$ cat src/sv/fbc_pkg.sv
// Shared types and constants for the frustum box cull block.
// Used by the plane cell, the top level and the testbench; no dependencies.
package fbc_pkg;

    // Six clip planes, one cell each
    localparam int C_NUM_PLANES = 6;
    // Sections per chunk; a level at or above this counts as absent
    localparam int C_SECTIONS   = 16;

    // Config register indexes (planes take indexes 0 to 5)
    localparam logic [2:0] C_IDX_BOX_SIZE = 3'd6;
    localparam logic [8:0] C_BOX_SIZE_RST = 9'd16;

    // Box corners; x and z reach one half-size past a 16-bit center
    typedef struct packed {
        logic signed [16:0] x0;
        logic signed [16:0] x1;
        logic signed [16:0] z0;
        logic signed [16:0] z1;
        logic signed [13:0] y0;
        logic signed [13:0] y1;
    } t_box;

    // Per-word control that travels with the box
    typedef struct packed {
        logic valid;
        logic vis;
        logic last;
    } t_tag;

endpackage

$ cat src/sv/fbc_cell.sv
// One plane cell of the culling chain: picks the far corner, forms the
// signed distance over two registered steps and clears visibility on a miss.
// Depends on fbc_pkg.
module fbc_cell (
    input  logic          i_clk,
    input  logic          i_rst_n,
    input  logic          i_en,
    input  logic [63:0]   i_plane,
    input  fbc_pkg::t_box i_box,
    input  fbc_pkg::t_tag i_tag,
    output fbc_pkg::t_box o_box,
    output fbc_pkg::t_tag o_tag
);
    import fbc_pkg::*;

    logic signed [15:0] nx, ny, nz;
    logic signed [16:0] sel_x, sel_z;
    logic signed [13:0] sel_y;
    logic signed [35:0] n_dist;

    t_box r_box_a, r_box_b;
    t_tag r_tag_a, r_tag_b;
    logic signed [32:0] r_px, r_pz;
    logic signed [29:0] r_py;
    logic signed [15:0] r_d;

    // Unpack the plane and pick the corner farthest along the normal
    always_comb begin
        nx    = i_plane[15:0];
        ny    = i_plane[31:16];
        nz    = i_plane[47:32];
        sel_x = nx[15] ? i_box.x0 : i_box.x1;
        sel_y = ny[15] ? i_box.y0 : i_box.y1;
        sel_z = nz[15] ? i_box.z0 : i_box.z1;
    end

    // Sum the products with the offset scaled to Q.14
    always_comb begin
        n_dist = 36'(r_px) + 36'(r_py) + 36'(r_pz)
               + {{6{r_d[15]}}, r_d, 14'b0};
    end

    // Control: advance valid with the chain, drop visibility on a negative distance
    always_ff @(posedge i_clk) begin
        if (!i_rst_n) begin
            r_tag_a <= '0;
            r_tag_b <= '0;
        end else if (i_en) begin
            r_tag_a       <= i_tag;
            r_tag_b.valid <= r_tag_a.valid;
            r_tag_b.last  <= r_tag_a.last;
            r_tag_b.vis   <= r_tag_a.vis & ~n_dist[35];
        end
    end

    // Payload: products in the first step, box handed on
    always_ff @(posedge i_clk) begin
        if (i_en) begin
            r_px    <= nx * sel_x;
            r_py    <= ny * sel_y;
            r_pz    <= nz * sel_z;
            r_d     <= i_plane[63:48];
            r_box_a <= i_box;
            r_box_b <= r_box_a;
        end
    end

    assign o_box = r_box_b;
    assign o_tag = r_tag_b;

endmodule

$ cat config.mk
export PLATFORM = sky130hd
export DESIGN_NAME = fbc_cell
export DESIGN_NICKNAME = d
export VERILOG_FILES = /design/src/sv/fbc_pkg.sv /design/src/sv/fbc_cell.sv
export SDC_FILE = /design/constraint.sdc
export NUM_CORES = 2
export LEC_CHECK = 0
export ABC_AREA = 1
export BUFFER_PORTS_ARGS = -buffer_cell sky130_fd_sc_hd__buf_2
export CORE_ASPECT_RATIO = 2
export CORE_MARGIN = 2
export CORE_UTILIZATION = 30
export DETAILED_ROUTE_END_ITERATION = 10
export GPL_ROUTABILITY_DRIVEN = 0
export SYNTH_ARGS = -nofsm -noshare
export SYNTH_HDL_FRONTEND = slang
export SYNTH_SLANG_ARGS = --single-unit
$ cat constraint.sdc
create_clock -name i_clk -period 6.5 [get_ports i_clk]
set_input_delay 0.325 -clock i_clk [delete_from_list [all_inputs] [get_ports i_clk]]
set_output_delay 0.325 -clock i_clk [all_outputs]
set_load 0.05 [all_outputs]
==> run_results.csv <==
group,metric,value,unit
critical_path,path_class,"input port to register",
timing,fmax,0.160,GHz
synthesis,ys_ff_latch,310,
synthesis,synth_top_cell_by_area,"fa_1",
min_path,hp-class,"input port to register",
routing,vias,29200,
timing,rsz0062_at_grt,"false",
critical_path,required,6.80,ns
timing,worst_slew_pin_slew,1.06,ns
die,core_area,0.136,mm^2
timing,finalClockSkew,0.0181,ns
cts,cts_buffer_depth,3,
die,dieArea,0.140,mm^2
die,initial_core_util,0.301,
layout,area_delta_synth_final,17.4,%
timing,max_slew_margin,0.296,
job,drv_cap,0,
placed_design,port_buffers,264,
synthesis,synth.area.mux_share,0,
synthesis,synthesis.area,0.0410,mm^2
timing,setup_violations,0,
die,die_w,266,um
routing,routed_wl,109000,um
synthesis,synthTopCellsByCount,"inv_1 (1027), fa_1 (823), nand2_1 (590)",
synthesis,synthAdderAreaFrac,0.488,
critical_path,rrSetupSlack,3.36,ns
cts,h-tree-depth,2,
critical_path,max_stage_delay,0.55,ns
synthesis,syn_avg_cell_area,9.87,um^2
timing,fin_crit,6.24,ns
synthesis,yosys.area_share.simple,0.124,
layout,nets,5974,
synthesis,synth-async-reset-ratio,0,
synthesis,synth_top_family_by_area,"adder cells",
timing,drv_slew,0,
synthesis,synth_compound_area_frac,0.0344,
synthesis,synth_flop_cell,"edfxtp_1",
layout,drive_gt1_frac,0.133,
synthesis,yosysWarningCount,0,
critical_path,crit_arrival,6.54,ns
global_routing,grtUsageTotal,0.161,
critical_path,crit_path_end_kind,"register",
critical_path,cpMostUsedCell,"fa_1",
cts,clock-root-buffer,"clkbuf_16",
synthesis,synth_top_area_share,0.402,
routing,viasPerCell,4.51,
die,rows,192,
routing,ant_nets,0,
global_routing,overflow,0,
routing,remaining_drc_errors,0,
outcome,outcome,"completed",
cts,cts_tree,"yes",
global_routing,grt_max_degree,133,
synthesis,synth_edf_count,304,
cts,insertion_delay,0.58,ns
critical_path,cp_max_fo,9,
synthesis,synth.most_common_cell,"inv_1",
cts,path_clk_slew,0.06,ns
cts,cts_buffers,36,
critical_path,cp-start-kind,"input port",
global_routing,first_global_vias,31200,
synthesis,seq_area_frac_synth,0.225,
routing,drt-pass1-iter-count,5,
routing,routedWlPerCell,16.9,um
synthesis,post_synth_num_cell_types,55,
timing,period_share,0.960,
synthesis,synth_cells,4156,
synthesis,synth-xor-area-share,0.0222,
synthesis,syn_nets,5429,
timing,final_hold_viol_count,0,
timing,fin_setup_tns,0,ns
cts,cts.sinks,310,
synthesis,synthTopCellsByArea,"fa_1 (40%), edfxtp_1 (22%), inv_1 (9.4%)",
die,die_y,527,um
critical_path,path_cells,"dlygate4sd3_1 > buf_2 > nand2_1 > inv_1 > a21oi_1 > buf_4 > nor2_1 > fa_1 > inv_1 > fa_1 > inv_1 > fa_1 > fa_1 > fa_1 > inv_1 > fa_1 > inv_1 > ha_1 > a21oi_1 > o21ai_0 > a21oi_1 > nand3_1 > a21oi_1 > xnor2_1",
die,io_pins,265,
global_routing,antenna_found_initial,9,
placed_design,place_hpwl,93700,um
layout,fillers,13700,
routing,drt_iter0_drc,1994,
global_routing,grt_first_pass_wirelength,174000,um
critical_path,slowest_stage,"dlygate4sd3_1",
==> state kept, by name (all words and copies together) (netlist names) <==
name and cells:
o_box 96, o_tag 3, r_box_a 96, r_d 16, r_px 33, r_py 30, r_pz 33, r_tag_a 3
==> cells by family (layout without fill, tap and decap cells) <==
family / after synthesis / in the layout
xor+xnor: 104 / 104
compound gates: 232 / 232
other cells: 0 / 1
simple gates: 1267 / 1267
buf+inv: 1136 / 1704
fa+ha+maj: 1107 / 1107
flops: 310 / 310
==> metrics by stage <==
stage	hold slack (ns)	utilization	cell area, um^2	cells	worst slack [ns]
floorplan	0.400	-	41000	4156	0.323
global placement	0.400	0.336	45800	6291	0.0464
detailed placement	0.405	0.336	45800	6291	0.0179
CTS	0.000541	0.353	48100	6467	0.283
global route	0.0205	0.354	48200	6470	0.0175
finish	0.0446	0.354	48200	6471	0.259
==> layer usage <==
layer | track usage | vias up | routed length [um]
met2 | 0.262 | 902 | 51500
met3 | 0.0336 | 170 | 7860
met4 | 0.0456 | 12 | 3140
met1 | 0.215 | 14600 | 46700
li1 | - | 13500 | -
met5 | 0 | - | 88
==> cell type report <==
cell class | instances | area [um^2] | area share
tap | 1746 | 2180 | 0.0453
multi-input combinational | 2710 | 27500 | 0.570
clock inverter | 21 | 223 | 0.00462
antenna | 1 | 2.50 | 0.0000519
inverter | 1048 | 3950 | 0.0819
clock buffer | 40 | 937 | 0.0194
sequential | 310 | 9250 | 0.192
timing repair inverter | 1 | 5.00 | 0.000104
timing repair buffer | 594 | 4170 | 0.0866
==> worst max-delay path, delay by kind of cell <==
kind                       cells  cell delay [ns]
and+or+nand+nor                3             0.42
AOI/OAI and AO/OA              5             1.01
buffers and inverters          8             1.24
xor gates and xnor gates       1             0.13
adders and majority gates      7             3.42
==> worst paths after layout <==
check,start,end,cells past startpoint
max,i_box[16],r_py[24],24
max reg2reg,r_px[32],o_tag[1],12
min reg2reg,r_box_a[78],o_box[78],0
min,i_box[91],r_box_a[91],1
==> placed cells by master, fill, tap and decap left out, drive strengths merged, types with 42 or more instances in the layout <==
| master | count |
|---|---|
| o21ai | 54 |
| xnor2 | 42 |
| a21oi | 122 |
| ha | 284 |
| buf | 479 |
| xor2 | 62 |
| fa | 823 |
| nor2 | 538 |
| dlygate4sd3 | 115 |
| nand2 | 602 |
| inv | 1037 |
| edfxtp | 304 |
| nand3 | 44 |
==> repair_timing <==
| item | 4_1_cts | 5_1_grt |
|---|---|---|
| setup endpoints to repair | 0 | 10 |
| endpoints found under the hold margin | 113 | 0 |
| gates resized for setup | 0 | 6 |
| buffers inserted | 0 | 2 |
| hold buffers | 115 | 0 |
Power is not shown: default switching activity piles up to over one toggle a cycle in this logic, so the estimate is an artifact.
